===== config.mk =====
export PLATFORM = sky130hd
export DESIGN_NAME = bls_ram
export DESIGN_NICKNAME = d
export VERILOG_FILES = /design/src/rtl/core/bls_ram.sv
export SDC_FILE = /design/constraint.sdc
export NUM_CORES = 1
export LEC_CHECK = 0
export ABC_CLOCK_PERIOD_IN_PS = 2900
export BUFFER_PORTS_ARGS = -buffer_cell sky130_fd_sc_hd__buf_2
export CORE_AREA = 5 5 182 201
export DETAILED_ROUTE_END_ITERATION = 16
export DIE_AREA = 0 0 187 206
export PLACE_DENSITY_LB_ADDON = 0.12
export SLEW_MARGIN = 40
export SYNTH_ARGS = -nofsm -noshare
export SYNTH_HDL_FRONTEND = slang
export SYNTH_SLANG_ARGS = --single-unit

===== constraint.sdc =====
create_clock -name i_clk -period 2.9 [get_ports i_clk]
set_clock_uncertainty 0.15 [all_clocks]
set_input_delay 0.145 -clock i_clk [delete_from_list [all_inputs] [get_ports i_clk]]
set_output_delay 0.145 -clock i_clk [all_outputs]
set_load 0.01 [all_outputs]

===== src/rtl/core/bls_ram.sv =====
// ============================================================================
// bls_ram
// Generic simple dual port RAM, one write and one registered read port.
// ============================================================================
module bls_ram #(
    parameter int WIDTH = 8,
    parameter int DEPTH = 64
) (
    input  logic                     i_clk,
    input  logic                     i_we,
    input  logic [$clog2(DEPTH)-1:0] i_waddr,
    input  logic [WIDTH-1:0]         i_wdata,
    input  logic                     i_re,
    input  logic [$clog2(DEPTH)-1:0] i_raddr,
    output logic [WIDTH-1:0]         o_rdata
);

    logic [WIDTH-1:0] mem [DEPTH];
    logic [WIDTH-1:0] r_rdata;

    always_ff @(posedge i_clk) begin
        if (i_we) begin
            mem[i_waddr] <= i_wdata;
        end
        // hold read data between reads
        if (i_re) begin
            r_rdata <= mem[i_raddr];
        end
    end

    assign o_rdata = r_rdata;

endmodule


==> results of run 1 <==
==> worst max-delay path, delay by kind of cell, from the launching register on <==
family / cells / cell delay (ps)
AOI/OAI and AO/OA: 1 / 500
DFF: 1 / 370
muxes: 2 / 970
and+or+nand+nor: 1 / 130
==> state kept, by name, indices dropped and copies added, names as in the netlist <==
name	cells
mem	512
o_rdata	8
==> power by group <==
part / leakage, nW / switching, W / internal (W)
logic: 1.98 / 0.000476 / 0.000318
clock network: 0.749 / 0.00259 / 0.00348
registers: 4.69 / 0.0000216 / 0.00834
==> area by class of cell <==
| class | count | share of cell area |
|---|---|---|
| clock buffers | 63 | 0.0572 |
| well taps | 438 | 0.0237 |
| repair buffers | 141 | 0.0471 |
| flip-flops and latches | 520 | 0.676 |
| clock inverters | 25 | 0.00867 |
| multi-input cells | 369 | 0.187 |
==> synth_stat cells, types with 3 or more instances <==
cell / number / area share
edfxtp_1: 520 / 0.77
mux4_2: 126 / 0.14
nor2_1: 83 / 0.015
mux2i_1: 23 / 0.011
nand2_1: 19 / 0.0035
clkbuf_1: 17 / 0.0032
nor2b_1: 14 / 0.0043
buf_4: 13 / 0.0048
mux2_2: 13 / 0.0072
nand3_1: 13 / 0.0032
buf_2: 11 / 0.0027
o221ai_1: 8 / 0.0035
o22ai_1: 8 / 0.0025
nand2b_1: 7 / 0.0022
nor3_1: 7 / 0.0017
a221oi_1: 6 / 0.0026
a211oi_1: 4 / 0.0015
buf_1: 4 / 0.00074
buf_6: 4 / 0.0022
a21oi_1: 3 / 0.00074
a22oi_1: 3 / 0.0011
nand3b_1: 3 / 0.0011
o2111ai_1: 3 / 0.0013
o2bb2ai_1: 3 / 0.0013
==> routing by layer <==
| metal | wire (um) | track usage | vias to the layer above |
|---|---|---|---|
| met1 | 17500 | 0.328 | 5202 |
| met5 | 45 | 0 | - |
| met2 | 22300 | 0.395 | 456 |
| met4 | 1250 | 0.0721 | 6 |
| met3 | 3570 | 0.0419 | 82 |
| li1 | - | - | 4216 |
==> path summary, 6_finish.rpt <==
check,startpoint,end,slack (ps),cells past startpoint
min reg2reg,mem[26][4]$_DFFE_PP_,o_rdata[4]$_DFFE_PP_,760,3
max reg2reg,mem[55][7]$_DFFE_PP_,o_rdata[7]$_DFFE_PP_,490,4
min,i_wdata[3],mem[13][3]$_DFFE_PP_,30,1
max,mem[55][7]$_DFFE_PP_,o_rdata[7]$_DFFE_PP_,490,4
==> cells by family (layout without fill, tap and decap cells) <==
family,count (synthesis),after routing,synth area share
DFF,520,520,0.771
and+or+nand+nor,153,153,0.0337
muxes,162,162,0.159
buffers and inverters,51,229,0.0156
AOI/OAI and AO/OA,54,54,0.0206
==> metrics by stage <==
stage | total power [W] | util | instances
6_report | 0.0152 | 0.677 | 1556
5_1_grt | 0.0157 | 0.677 | 1556
4_1_cts | 0.0153 | 0.677 | 1556
3_5_place_dp | 0.00930 | 0.628 | 1455
3_3_place_gp | 0.00928 | 0.628 | 1455
2_1_floorplan | 0.00895 | - | 940
==> qor.csv, run 1 <==
metric,value,unit
status,"complete, no violations",
cp-start-kind,flip-flop,
cp.arrival,2530,ps
rows,71,
vias_per_cell,6.40,
gr-total-overflow,0,
die_width,187,um
slowest_stage,o21ai_0,
fin_crit_sh,0.829,
ioPinCount,31,
critical_path_required,3030,ps
hold_viol,0,
leakage,7.41,nW
final_common_cell,edfxtp_1,
hold_class,primary input to flip-flop,
vdd_ir_drop_max,538,uV
setup_viol,0,
multi_input_area,4320,um^2
synth_edf_count,520,
synth_area,20200,um^2
layout_common_cells,"edfxtp_1, mux4_2, buf_4, nor2_1, clkbuf_16",
holdWs,28.8,ps
ant_nets,0,
synth_flop_cell,edfxtp_1,
cts_buffers,49,
dpl-instance-area,21400,um^2
ys_types,39,
max-slew-margin-rel,0.466,
area_growth,14.1,%
grtUsageTotal,0.237,
dieArea,38500,um^2
syn-instance-count,940,
avgRoutedWirePerCell,28.7,um
route.detailed.drc,0,
nFillCells,2212,
ys_warn_count,0,
post-place-ws,116,ps
final_nets,1104,
insertion_delay,570,ps
max_stage_delay,500,ps
syn_area_per_cell,21.5,um^2
cts_tree,done,
slew_viol_final,0,
cts-root-buf,clkbuf_16,
cp_max_fo,1,
clock.fmax,416,MHz
cts_setup_buffers,0,
rsz0062_at_grt,false,
worstMarginPinSlew,799,ps
cp_cell_sequence,mux4_2 -> mux4_2 -> o21ai_0 -> nand2_1,
grt_max_degree,65,
core_area,34100,um^2
max-clock-path-buffers,3,
syn_nets,963,
ctsHtreeMaxLevel,2,
final_area,23100,um^2
cp_common_cell,mux4_2,
grt_pass1_wl,66900,um
initial_core_util,0.594,
dp_hpwl,28800,um
ys_seq_elements,520,
drive_gt1_frac,0.304,
worstSetupEndpointType,flip-flop,
ctsHoldBuffers,13,
clkSinkCount,520,
numPortBuffers,30,
cap_violations,0,
dr.pass1.iters,5,
routed_wl,44700,um
p_per_area,659,nW/um^2
die_h,206,um
post-route-min-period,2410,ps
antenna_found_initial,3,
synthArstFlopShare,0,
drt_iter0_drc,1120,
grt_pass1_vias,10391,
path_class,flip-flop to flip-flop,
tns,0,ps
gp_congestion,0.842,
cts_repair_resize_count,0,
vias,9962,
ys_seq_area_frac,0.771,
antenna_cells,0,
register_area,15600,um^2
clk_pin_slew_worst_paths,60,ps
fin_ws,495,ps
No activity file was read; power rests on OpenSTA's default activity.
==> run 2: changes to the inputs <==
- ABC_CLOCK_PERIOD_IN_PS: 2900 -> 2300
- clock period: 2.9 -> 2.3 ns (I/O delays scaled with it)
==> run 2 against run 1 <==
Combinational power up 35%. Sequential share of layout area is 1.7 points lower. Final cell count grew 2.7%. Critical path type unchanged. Critical path depth is 1 higher. Core utilization increased by 1.7 points.
==> qor.csv, run 2 (same netlist as run 1, synthesis figures left out) <==
metric,value,unit
total_power,0.0201,W
critical_path.top_delay_family,compound AO/OA/AOI/OAI gates,
slew_viol_final,0,
path_class,flip-flop to flip-flop,
cp_cell_sequence,mux4_2 -> nor2b_1 -> a2111oi_0 -> buf_4 -> o41ai_1,
multi_input_area,4340,um^2
cp.arrival,2370,ps
vdd_ir_drop_max,694,uV
worstMarginPinSlew,845,ps
dr.pass1.iters,5,
clk_pin_slew_worst_paths,60,ps
numPortBuffers,30,
critical_path_required,2450,ps
final_cell_count_no_fill,1598,
routed_wl,45900,um
hold_class,primary input to flip-flop,
p_per_area,847,nW/um^2
slowest_stage,mux4_2,
grt_pass1_wl,68700,um
vias_per_cell,6.32,
grt.busiest_layer,met2,
grt_pass1_vias,10505,
fin_crit_sh,0.965,
setup_viol,0,
layout_common_cells,"edfxtp_1, mux4_2, buf_4, nor2_1, clkbuf_16",
status,"complete, no violations",
initial_core_util,0.594,
die_h,206,um
final_area,23700,um^2
grt_max_degree,65,
rows,71,
grt.met2_usage,0.409,
nFillCells,2090,
post-place-cells,1494,
vias,10104,
post-route-min-period,2220,ps
cts_buffers,50,
dieArea,38500,um^2
avgRoutedWirePerCell,28.8,um
grtUsageTotal,0.244,
cp_max_fo,1,
cap_violations,0,
worstSetupEndpointType,flip-flop,
dpl-instance-area,21800,um^2
max-clock-path-buffers,3,
path_buf_inv,1,
cts_tree,done,
antenna_found_initial,2,
final_common_cell,edfxtp_1,
antenna_cells,0,
cts-root-buf,clkbuf_16,
rsz0062_at_grt,false,
drt_iter0_drc,1070,
gp_congestion,0.886,
register_area,15600,um^2
max_stage_delay,490,ps
ioPinCount,31,
max_flop_register,mem,
die_width,187,um
largest_reg_flops,512,
max-slew-margin-rel,0.437,
ant_nets,0,
drive_gt1_frac,0.330,
hold_viol,0,
clock.fmax,450,MHz
insertion_delay,570,ps
area_growth,17.0,%
clkSinkCount,520,
core_area,34100,um^2
dp_hpwl,30200,um
met1_usage,0.333,
met3_usage,0.0500,
final_nets,1141,
route.detailed.drc,0,
cp-start-kind,flip-flop,
leakage,7.73,nW
gr-total-overflow,0,
ctsHtreeMaxLevel,2,
-- run 2: where the power goes --
| part | switching, W | internal [W] |
|---|---|---|
| Combinational | 0.000620 | 0.000450 |
| Clock | 0.00337 | 0.00510 |
| Sequential | 0.0000327 | 0.0105 |
| Total | 0.00402 | 0.0161 |
-- run 2: routing by layer --
metal | part of all wire | vias up
met5 | 0.00015 | -
met4 | 0.026 | 2
met1 | 0.38 | 5265
met3 | 0.088 | 73
met2 | 0.51 | 468
li1 | - | 4296
-- run 2: timing repair --
action,in CTS,in global routing
cloned,0,0
hold buffers,10,0
endpoints found under the setup margin,4,1
hold endpoints to repair,198,0
resized for setup,4,1
setup buffers,0,0
-- run 2: through the flow --
stage	setup TNS, ps	hold WS (ps)	setup WS (ps)	utilization
4_1_cts	0	12.9	2.21	0.694
3_3_place_gp	-1840	359	-428	0.640
5_1_grt	0	33.9	24.9	0.695
2_1_floorplan	0	63.9	229	-
6_report	0	24.1	79.4	0.695
3_5_place_dp	-1990	363	-447	0.640
-- run 2: final timing paths --
check / startpoint / slack, ps / endpoint / depth (start not counted)
max: mem[1][5]$_DFFE_PP_ / 80 / o_rdata[5]$_DFFE_PP_ / 5
min reg2reg: mem[34][2]$_DFFE_PP_ / 800 / o_rdata[2]$_DFFE_PP_ / 4
min: i_wdata[1] / 20 / mem[2][1]$_DFFE_PP_ / 1
max reg2reg: mem[1][5]$_DFFE_PP_ / 80 / o_rdata[5]$_DFFE_PP_ / 5
-- run 2: cell type report --
class | count | share of cell area
Sequential cell | 520 | 0.659
Tap cell | 438 | 0.0231
Timing Repair Buffer | 177 | 0.0619
Clock buffer | 64 | 0.0577
Clock inverter | 30 | 0.0147
Multi-Input combinational cell | 369 | 0.183
