--- src/rtl/core/bls_pkg.sv ---
// ============================================================================
// bls_pkg
// Types, constants and helpers for the bit angle modulation LED cube scanner.
// ============================================================================
package bls_pkg;

    localparam int LAYERS_DEF     = 8;
    localparam int ROWS           = 8;
    localparam int COLOURS        = 3;
    localparam int PLANES         = 4;
    localparam int WORD_W         = COLOURS * PLANES * 8;
    localparam int BYTES_PER_TICK = COLOURS * ROWS;

    // modulation counter values at which the shown bit plane advances
    localparam logic [6:0] MOD_STEP0  = 7'd8;
    localparam logic [6:0] MOD_STEP1  = 7'd24;
    localparam logic [6:0] MOD_STEP2  = 7'd56;
    localparam logic [6:0] MOD_PERIOD = 7'd120;
    localparam logic [1:0] PLANE_LAST = 2'd3;
    localparam logic [7:0] COORD_MAX  = 8'd7;
    localparam logic [7:0] VALUE_MAX  = 8'd15;

    typedef enum logic [1:0] {
        ST_IDLE,
        ST_SET_RD,
        ST_SET_WR,
        ST_TICK
    } t_state;

    typedef struct packed {
        logic       cmd;
        logic [7:0] led_level;
        logic [7:0] led_row;
        logic [7:0] led_column;
        logic [7:0] red_value;
        logic [7:0] green_value;
        logic [7:0] blue_value;
    } t_in_item;

    typedef struct packed {
        logic [7:0] shift_byte;
        logic [2:0] anode_select;
        logic [1:0] plane_bit;
        logic       last;
    } t_out_item;

    // one row of one layer: byte (colour*4 + plane) holds that bit plane
    typedef logic [WORD_W-1:0] t_word;

    typedef struct packed {
        logic [2:0] col;
        logic [3:0] red;
        logic [3:0] green;
        logic [3:0] blue;
    } t_led;

    typedef struct packed {
        logic       rd_en;
        logic       wr_en;
        t_led       led;
        logic [1:0] out_colour;
        logic [1:0] out_plane;
        logic [2:0] out_anode;
        logic       out_last;
    } t_ctrl;

    function automatic logic [3:0] bls_sat4(logic [7:0] v);
        return (v > VALUE_MAX) ? 4'(VALUE_MAX) : v[3:0];
    endfunction

    function automatic logic [2:0] bls_sat3(logic [7:0] v);
        return (v > COORD_MAX) ? 3'(COORD_MAX) : v[2:0];
    endfunction

    // replace the column bit in all twelve planes of one row
    function automatic t_word bls_merge(t_word old, t_led led);
        t_word       w;
        logic [11:0] bits;
        w    = old;
        bits = {led.blue, led.green, led.red};
        for (int i = 0; i < COLOURS * PLANES; i++) begin
            w[i * 8 + int'(led.col)] = bits[i];
        end
        return w;
    endfunction

endpackage

--- src/rtl/core/bls_ctrl.sv ---
// ============================================================================
// bls_ctrl
// Sequencer: input handshake, modulation counter, set read-modify-write
// steps and the 24-byte read sweep of a refresh tick.
// ============================================================================
module bls_ctrl #(
    parameter int LAYERS = bls_pkg::LAYERS_DEF
) (
    input  logic                            i_clk,
    input  logic                            i_rst_n,
    input  logic                            i_in_valid,
    output logic                            o_in_ready,
    input  bls_pkg::t_in_item               i_in_data,
    output logic                            o_out_valid,
    input  logic                            i_out_ready,
    output bls_pkg::t_ctrl                  o_ctrl,
    output logic [$clog2(LAYERS*8)-1:0]     o_addr
);

    import bls_pkg::*;

    localparam int LW = $clog2(LAYERS);

    t_state       r_state, n_state;
    logic [6:0]   r_cnt, n_cnt;
    logic [1:0]   r_plane, n_plane;
    logic [LW-1:0] r_layer, n_layer;
    logic [1:0]   r_show_plane, n_show_plane;
    logic [LW-1:0] r_show_layer, n_show_layer;
    logic [4:0]   r_k, n_k;
    logic         r_ovalid, n_ovalid;
    logic [4:0]   r_ok, n_ok;
    logic [1:0]   r_out_plane, n_out_plane;
    logic [2:0]   r_out_anode, n_out_anode;
    logic [LW-1:0] r_set_level, n_set_level;
    logic [2:0]   r_set_row, n_set_row;
    t_led         r_led, n_led;

    logic [1:0]   plane_eff;
    logic [6:0]   cnt_inc;
    logic [LW-1:0] layer_eff;
    logic         rd_en, wr_en;

    always_ff @(posedge i_clk) begin
        if (!i_rst_n) begin
            r_state  <= ST_IDLE;
            r_cnt    <= '0;
            r_plane  <= '0;
            r_layer  <= '0;
            r_k      <= '0;
            r_ovalid <= 1'b0;
        end else begin
            r_state  <= n_state;
            r_cnt    <= n_cnt;
            r_plane  <= n_plane;
            r_layer  <= n_layer;
            r_k      <= n_k;
            r_ovalid <= n_ovalid;
        end
        r_show_plane <= n_show_plane;
        r_show_layer <= n_show_layer;
        r_ok         <= n_ok;
        r_out_plane  <= n_out_plane;
        r_out_anode  <= n_out_anode;
        r_set_level  <= n_set_level;
        r_set_row    <= n_set_row;
        r_led        <= n_led;
    end

    always_comb begin
        plane_eff = r_plane;
        if (r_cnt == MOD_STEP0 || r_cnt == MOD_STEP1 || r_cnt == MOD_STEP2) begin
            plane_eff = r_plane + 2'd1;
        end
        cnt_inc   = r_cnt + 7'd1;
        layer_eff = ({1'b0, r_layer} >= (LW+1)'(LAYERS)) ? '0 : r_layer;
    end

    always_comb begin
        n_state      = r_state;
        n_cnt        = r_cnt;
        n_plane      = r_plane;
        n_layer      = r_layer;
        n_show_plane = r_show_plane;
        n_show_layer = r_show_layer;
        n_k          = r_k;
        n_ovalid     = r_ovalid;
        n_ok         = r_ok;
        n_out_plane  = r_out_plane;
        n_out_anode  = r_out_anode;
        n_set_level  = r_set_level;
        n_set_row    = r_set_row;
        n_led        = r_led;
        rd_en        = 1'b0;
        wr_en        = 1'b0;
        o_addr       = {r_set_level, r_set_row};
        o_in_ready   = (r_state == ST_IDLE);

        // drop the held byte once taken
        if (r_ovalid && i_out_ready) begin
            n_ovalid = 1'b0;
        end

        unique case (r_state)
            ST_IDLE: begin
                if (i_in_valid) begin
                    if (i_in_data.cmd) begin
                        n_show_plane = plane_eff;
                        n_show_layer = layer_eff;
                        if (plane_eff == PLANE_LAST && cnt_inc == MOD_PERIOD) begin
                            n_cnt   = '0;
                            n_plane = '0;
                        end else begin
                            n_cnt   = cnt_inc;
                            n_plane = plane_eff;
                        end
                        n_layer = (layer_eff == LW'(LAYERS - 1)) ? '0 : layer_eff + LW'(1);
                        n_k     = '0;
                        n_state = ST_TICK;
                    end else begin
                        n_set_level = (i_in_data.led_level > 8'(LAYERS - 1)) ?
                                      LW'(LAYERS - 1) : i_in_data.led_level[LW-1:0];
                        n_set_row   = bls_sat3(i_in_data.led_row);
                        n_led.col   = bls_sat3(i_in_data.led_column);
                        n_led.red   = bls_sat4(i_in_data.red_value);
                        n_led.green = bls_sat4(i_in_data.green_value);
                        n_led.blue  = bls_sat4(i_in_data.blue_value);
                        n_state     = ST_SET_RD;
                    end
                end
            end
            ST_SET_RD: begin
                // the read port also feeds the output; wait until it is free
                if (!r_ovalid) begin
                    rd_en   = 1'b1;
                    n_state = ST_SET_WR;
                end
            end
            ST_SET_WR: begin
                wr_en   = 1'b1;
                n_state = ST_IDLE;
            end
            ST_TICK: begin
                o_addr = {r_show_layer, r_k[2:0]};
                if (!r_ovalid || i_out_ready) begin
                    rd_en       = 1'b1;
                    n_ovalid    = 1'b1;
                    n_ok        = r_k;
                    // hold plane and anode with the byte, a new tick may start under it
                    n_out_plane = r_show_plane;
                    n_out_anode = 3'(r_show_layer);
                    n_k         = r_k + 5'd1;
                    if (r_k == 5'(BYTES_PER_TICK - 1)) begin
                        n_state = ST_IDLE;
                    end
                end
            end
            default: begin
                n_state = ST_IDLE;
            end
        endcase
    end

    assign o_out_valid       = r_ovalid;
    assign o_ctrl.rd_en      = rd_en;
    assign o_ctrl.wr_en      = wr_en;
    assign o_ctrl.led        = r_led;
    assign o_ctrl.out_colour = r_ok[4:3];
    assign o_ctrl.out_plane  = r_out_plane;
    assign o_ctrl.out_anode  = r_out_anode;
    assign o_ctrl.out_last   = (r_ok == 5'(BYTES_PER_TICK - 1));

    a_out_from_tick: assert property (@(posedge i_clk) disable iff (!i_rst_n)
        $rose(r_ovalid) |-> $past(r_state) == ST_TICK)
        else $error("output byte appeared outside a tick sweep");

    a_write_slot_free: assert property (@(posedge i_clk) disable iff (!i_rst_n)
        wr_en |-> !r_ovalid)
        else $error("plane write while an output byte is held");

    a_held_index: assert property (@(posedge i_clk) disable iff (!i_rst_n)
        (r_ovalid && !i_out_ready) |=> $stable(r_ok))
        else $error("held byte index changed under stall");

    a_cnt_range: assert property (@(posedge i_clk) disable iff (!i_rst_n)
        r_cnt < MOD_PERIOD)
        else $error("modulation counter out of range");

    a_plane_start: assert property (@(posedge i_clk) disable iff (!i_rst_n)
        (r_cnt <= MOD_STEP0) |-> (r_plane == 2'd0))
        else $error("bit plane not zero at start of period");

endmodule

--- config.mk ---
export PLATFORM = sky130hd
export DESIGN_NAME = bls_ctrl
export DESIGN_NICKNAME = d
export VERILOG_FILES = /design/src/rtl/core/bls_pkg.sv /design/src/rtl/core/bls_ctrl.sv
export SDC_FILE = /design/constraint.sdc
export NUM_CORES = 1
export LEC_CHECK = 0
export BUFFER_PORTS_ARGS = -buffer_cell sky130_fd_sc_hd__buf_2
export CAP_MARGIN = 0
export CORE_UTILIZATION = 54
export DETAILED_ROUTE_END_ITERATION = 8
export PLACE_DENSITY = 0.93
export SLEW_MARGIN = 20
export SYNTH_ARGS = -nofsm -noshare
export SYNTH_HDL_FRONTEND = slang
export SYNTH_SLANG_ARGS = --single-unit
export TNS_END_PERCENT = 10
--- constraint.sdc ---
create_clock -name i_clk -period 4.5 [get_ports i_clk]
set_clock_uncertainty 0.05 [all_clocks]
set_input_delay 0 -clock i_clk [delete_from_list [all_inputs] [get_ports i_clk]]
set_output_delay 0 -clock i_clk [all_outputs]
set_load 0.01 [all_outputs]
==> results summary <==
The final wirelength came out at 6.992 mm. The number of nets in the finished design is 401. STA classifies the critical path endpoint as a flop.

Setup repair after global routing left no endpoint under its margin. The maximum resistive drop on vdd is 0.0002067 V. The total core area came out at 0.004444 mm2.

The worst pin sits at a relative slew slack of about 47%. The number of top-level pins came out at 86. The largest total area in the synthesized netlist belongs to sky130_fd_sc_hd__edfxtp_1. Data on the critical path arrives at its endpoint at 2.48 ns.

The number of routed nets with antenna violations came out at 0. After synthesis, the netlist uses 42 different library cells. The worst hold slack is between 0.03 and 0.04 ns.

The critical path startpoint category is a flop. In the synthesized netlist, the cells that appear most often are 36 x sky130_fd_sc_hd__edfxtp_1, 21 x sky130_fd_sc_hd__nand2_1, 20 x sky130_fd_sc_hd__dfxtp_1. Once the floorplan was initialized, standard cells occupied 57.52% of the core. The most common cell in the synthesized netlist is sky130_fd_sc_hd__edfxtp_1.

TritonCTS built the clock tree. The H-tree generated during clock tree synthesis spans 2 levels. The maximum frequency from static timing analysis came out at about 430 MHz. For this run, the leading register cell type out of synthesis is sky130_fd_sc_hd__edfxtp_1. The run finished, with violations left. The total of fill cells in the finished design came out at 260.

Detailed placement ended at an HPWL of just under 4 mm. The final hold violation count was 0. The via count of the first global-routing pass came out at 2305. In the post-synthesis netlist, the biggest area contributors are sky130_fd_sc_hd__edfxtp_1 42%, sky130_fd_sc_hd__dfxtp_1 16%, sky130_fd_sc_hd__nand2b_1 3.7%. Entering global routing, the biggest net connects 23 pins.

The post-route fraction of the period consumed by the critical path is 51.49%. The share of flip-flops with an asynchronous set or reset after synthesis came out at 0%. The count of input and output buffers came out at 85.

The time the final worst path needs with I/O delays and setup came out at 2.317 ns. The clock passes through at most 2 buffers. With fillers left out, the area of the finished cells amounts to 0.003515 mm2. The post-synthesis average cell area came out at approximately 12 um2.

The setup-violating endpoint count in the final report is 0. The fraction of post-synthesis cell area in the top cell type by area is 42.29%. The total setup buffers inserted after CTS is 0. In this run the static leakage power is 1.322 nW. After clock tree synthesis, the repair step resized 0 gates. Counting the buffers created by CTS gives 5. The total nets after synthesis is 275. The final reports fail on design-rule violations. Global routing used 28.83% of the available tracks. Counting flops and latches in the post-synthesis netlist gives 56. The first-pass iteration count of the detailed router came out at 6. The final max-slew violation count came out at 0. The clock-pin transition on the worst setup and hold timing paths is ~0.09 ns. For this design the ratio of total power to cell area is 269.5 mW/mm2.

At the pin with the least slew margin, the transition time is 0.7886 ns. The number of warnings issued by yosys is 0. Max-cap violations in this run came to 0. The cell count after synthesis came out at between 200 and 250. The detailed router placed 2233 vias in this run. The number of antenna violations at the first check in global routing is 0.

For the worst setup path, the data required time is roughly 4.7 ns. The detailed router's first-iteration violation count came out at about 130. In this run, post-CTS hold repair placed 43 buffers. The area of the die is 0.005013 mm2. Clock tree synthesis selected as its root buffer the cell sky130_fd_sc_hd__clkbuf_8. Clock latency on the worst-skew pair, taken at its later pin, is 0.31 ns.

The min-delay analysis places its worst path in the category in -> reg. The final setup TNS came out at 0 ns. The count of clock tree sinks came out at 56.

The post-synthesis cell area came out at ~0.0026 mm2. The routed length per placed instance is 17.70 um. The largest fanout on the critical path came out at 22.

The die is roughly 71 um tall. The wire length of the first global-routing pass came out at 10.74 mm. The share of cells above drive strength 1 came out at 30.90%. The number of synthesized flops with an enable pin came out at 36. The post-route DRC violation count is 8.

The global placer's final weighted congestion is 0.8272. For this run, the register share of the synthesized area comes to 57.95%. After detailed placement, the total cell area comes to about 0.0030 mm2. The kind of critical path is reg -> reg. The die is 70.80 um wide.

The overflow left after global routing came out at 0. Using the TritonRoute via totals, the vias-per-cell ratio works out to about 5.7. The area growth from synthesis to layout is 37.49%. The number of antenna repair diodes is 0. The standard-cell row count is 24.
## where the power goes
| part | leakage [nW] | internal, mW | total, mW | switching (mW) |
|---|---|---|---|---|
| clock network | 0.0422 | 0.110 | 0.271 | 0.161 |
| registers | 0.493 | 0.560 | 0.571 | 0.0103 |
| logic | 0.786 | 0.0541 | 0.106 | 0.0515 |
| total | 1.32 | 0.724 | 0.947 | 0.223 |
## per-layer routing
metal / share of wire, % / GRT usage [%] / vias to the layer above / routed length (um)
met1: 37 / 28.31 / 1071 / 2555
met2: 53 / 53.31 / 86 / 3699
li1: - / - / 1037 / -
met4: 6.0 / 19.33 / 0 / 420
met5: 0 / 0 / - / 0
met3: 4.5 / 7.123 / 39 / 315
## cell families after synthesis
family | after synthesis | synth area share (%)
flops | 56 | 57.95
compound gates | 36 | 9.887
mux | 7 | 3.035
xor+xnor | 6 | 2.643
simple gates | 91 | 20.80
fa+ha+maj | 6 | 2.937
buf+inv | 14 | 2.741
## final timing paths
path | from | endpoint | slack, ns | depth (start not counted)
min | i_rst_n | layer_eff[2] | 0.03 | 2
max reg2reg | r_state[0] | r_cnt[2] | 2.18 | 6
max | r_state[0] | r_cnt[2] | 2.18 | 6
min reg2reg | r_show_plane[0] | r_out_plane[0] | 0.38 | 0
## flip-flops by register name, indices dropped and copies added (netlist names)
| name | cells |
|---|---|
| r_out_plane | 2 |
| r_plane | 2 |
| r_show_layer | 3 |
| r_k | 5 |
| r_show_plane | 2 |
| r_set_level | 3 |
| r_out_anode | 3 |
| r_cnt | 7 |
| layer_eff | 3 |
| r_set_row | 3 |
| r_state | 2 |
| o_ctrl | 15 |
| o_out_valid | 1 |
| r_ok | 5 |
## through the flow
| step | util, % | worst slack (ns) | instances | total power, mW |
|---|---|---|---|---|
| floorplan | - | 2.386 | 216 | 0.6217 |
| global placement | 67.46 | 2.326 | 344 | 0.6574 |
| detailed placement | 67.46 | 2.239 | 344 | 0.6622 |
| CTS | 78.97 | 2.218 | 395 | 0.9335 |
| global route | 79.08 | 1.920 | 395 | 0.9758 |
| finish | 79.08 | 2.183 | 395 | 0.9473 |
## cells in the final DEF, fill, tap and decap left out, types with 4 or more instances in the layout
master,count
sky130_fd_sc_hd__buf_2,85
sky130_fd_sc_hd__dlygate4sd3_1,43
sky130_fd_sc_hd__edfxtp_1,36
sky130_fd_sc_hd__nand2_1,21
sky130_fd_sc_hd__dfxtp_1,20
sky130_fd_sc_hd__nand2b_1,15
sky130_fd_sc_hd__or3_1,9
sky130_fd_sc_hd__a21boi_1,8
sky130_fd_sc_hd__nand3_1,7
sky130_fd_sc_hd__a21oi_1,7
sky130_fd_sc_hd__mux2_2,6
sky130_fd_sc_hd__and2_1,6
sky130_fd_sc_hd__nor3_1,6
sky130_fd_sc_hd__o211ai_1,6
sky130_fd_sc_hd__ha_1,6
sky130_fd_sc_hd__clkbuf_8,5
sky130_fd_sc_hd__nor2_1,4
sky130_fd_sc_hd__inv_1,4
sky130_fd_sc_hd__nor2b_1,4
sky130_fd_sc_hd__o22ai_1,4
sky130_fd_sc_hd__a21boi_0,4
## layout make-up
type                       instances  area (um2)  share of cell area (%)
clock buffer                       7       76.32                   2.172
clock inverter                     1       5.005                  0.1424
inverter                           5       18.77                  0.5340
multi-input combinational        146        1012                   28.80
sequential                        56        1481                   42.15
tap                               52       65.06                   1.851
timing repair buffer             128       855.8                   24.35
## critical path: stages, from the launching register on
cell and delay (ns):
sky130_fd_sc_hd__dfxtp_1 0.47, sky130_fd_sc_hd__nor2_1 0.12, sky130_fd_sc_hd__nand3_1 0.56, sky130_fd_sc_hd__clkinv_1 0.58, sky130_fd_sc_hd__nand2_1 0.22, sky130_fd_sc_hd__xnor2_1 0.07, sky130_fd_sc_hd__and2_1 0.15
Note: power is estimated with default switching activity, not from simulation.
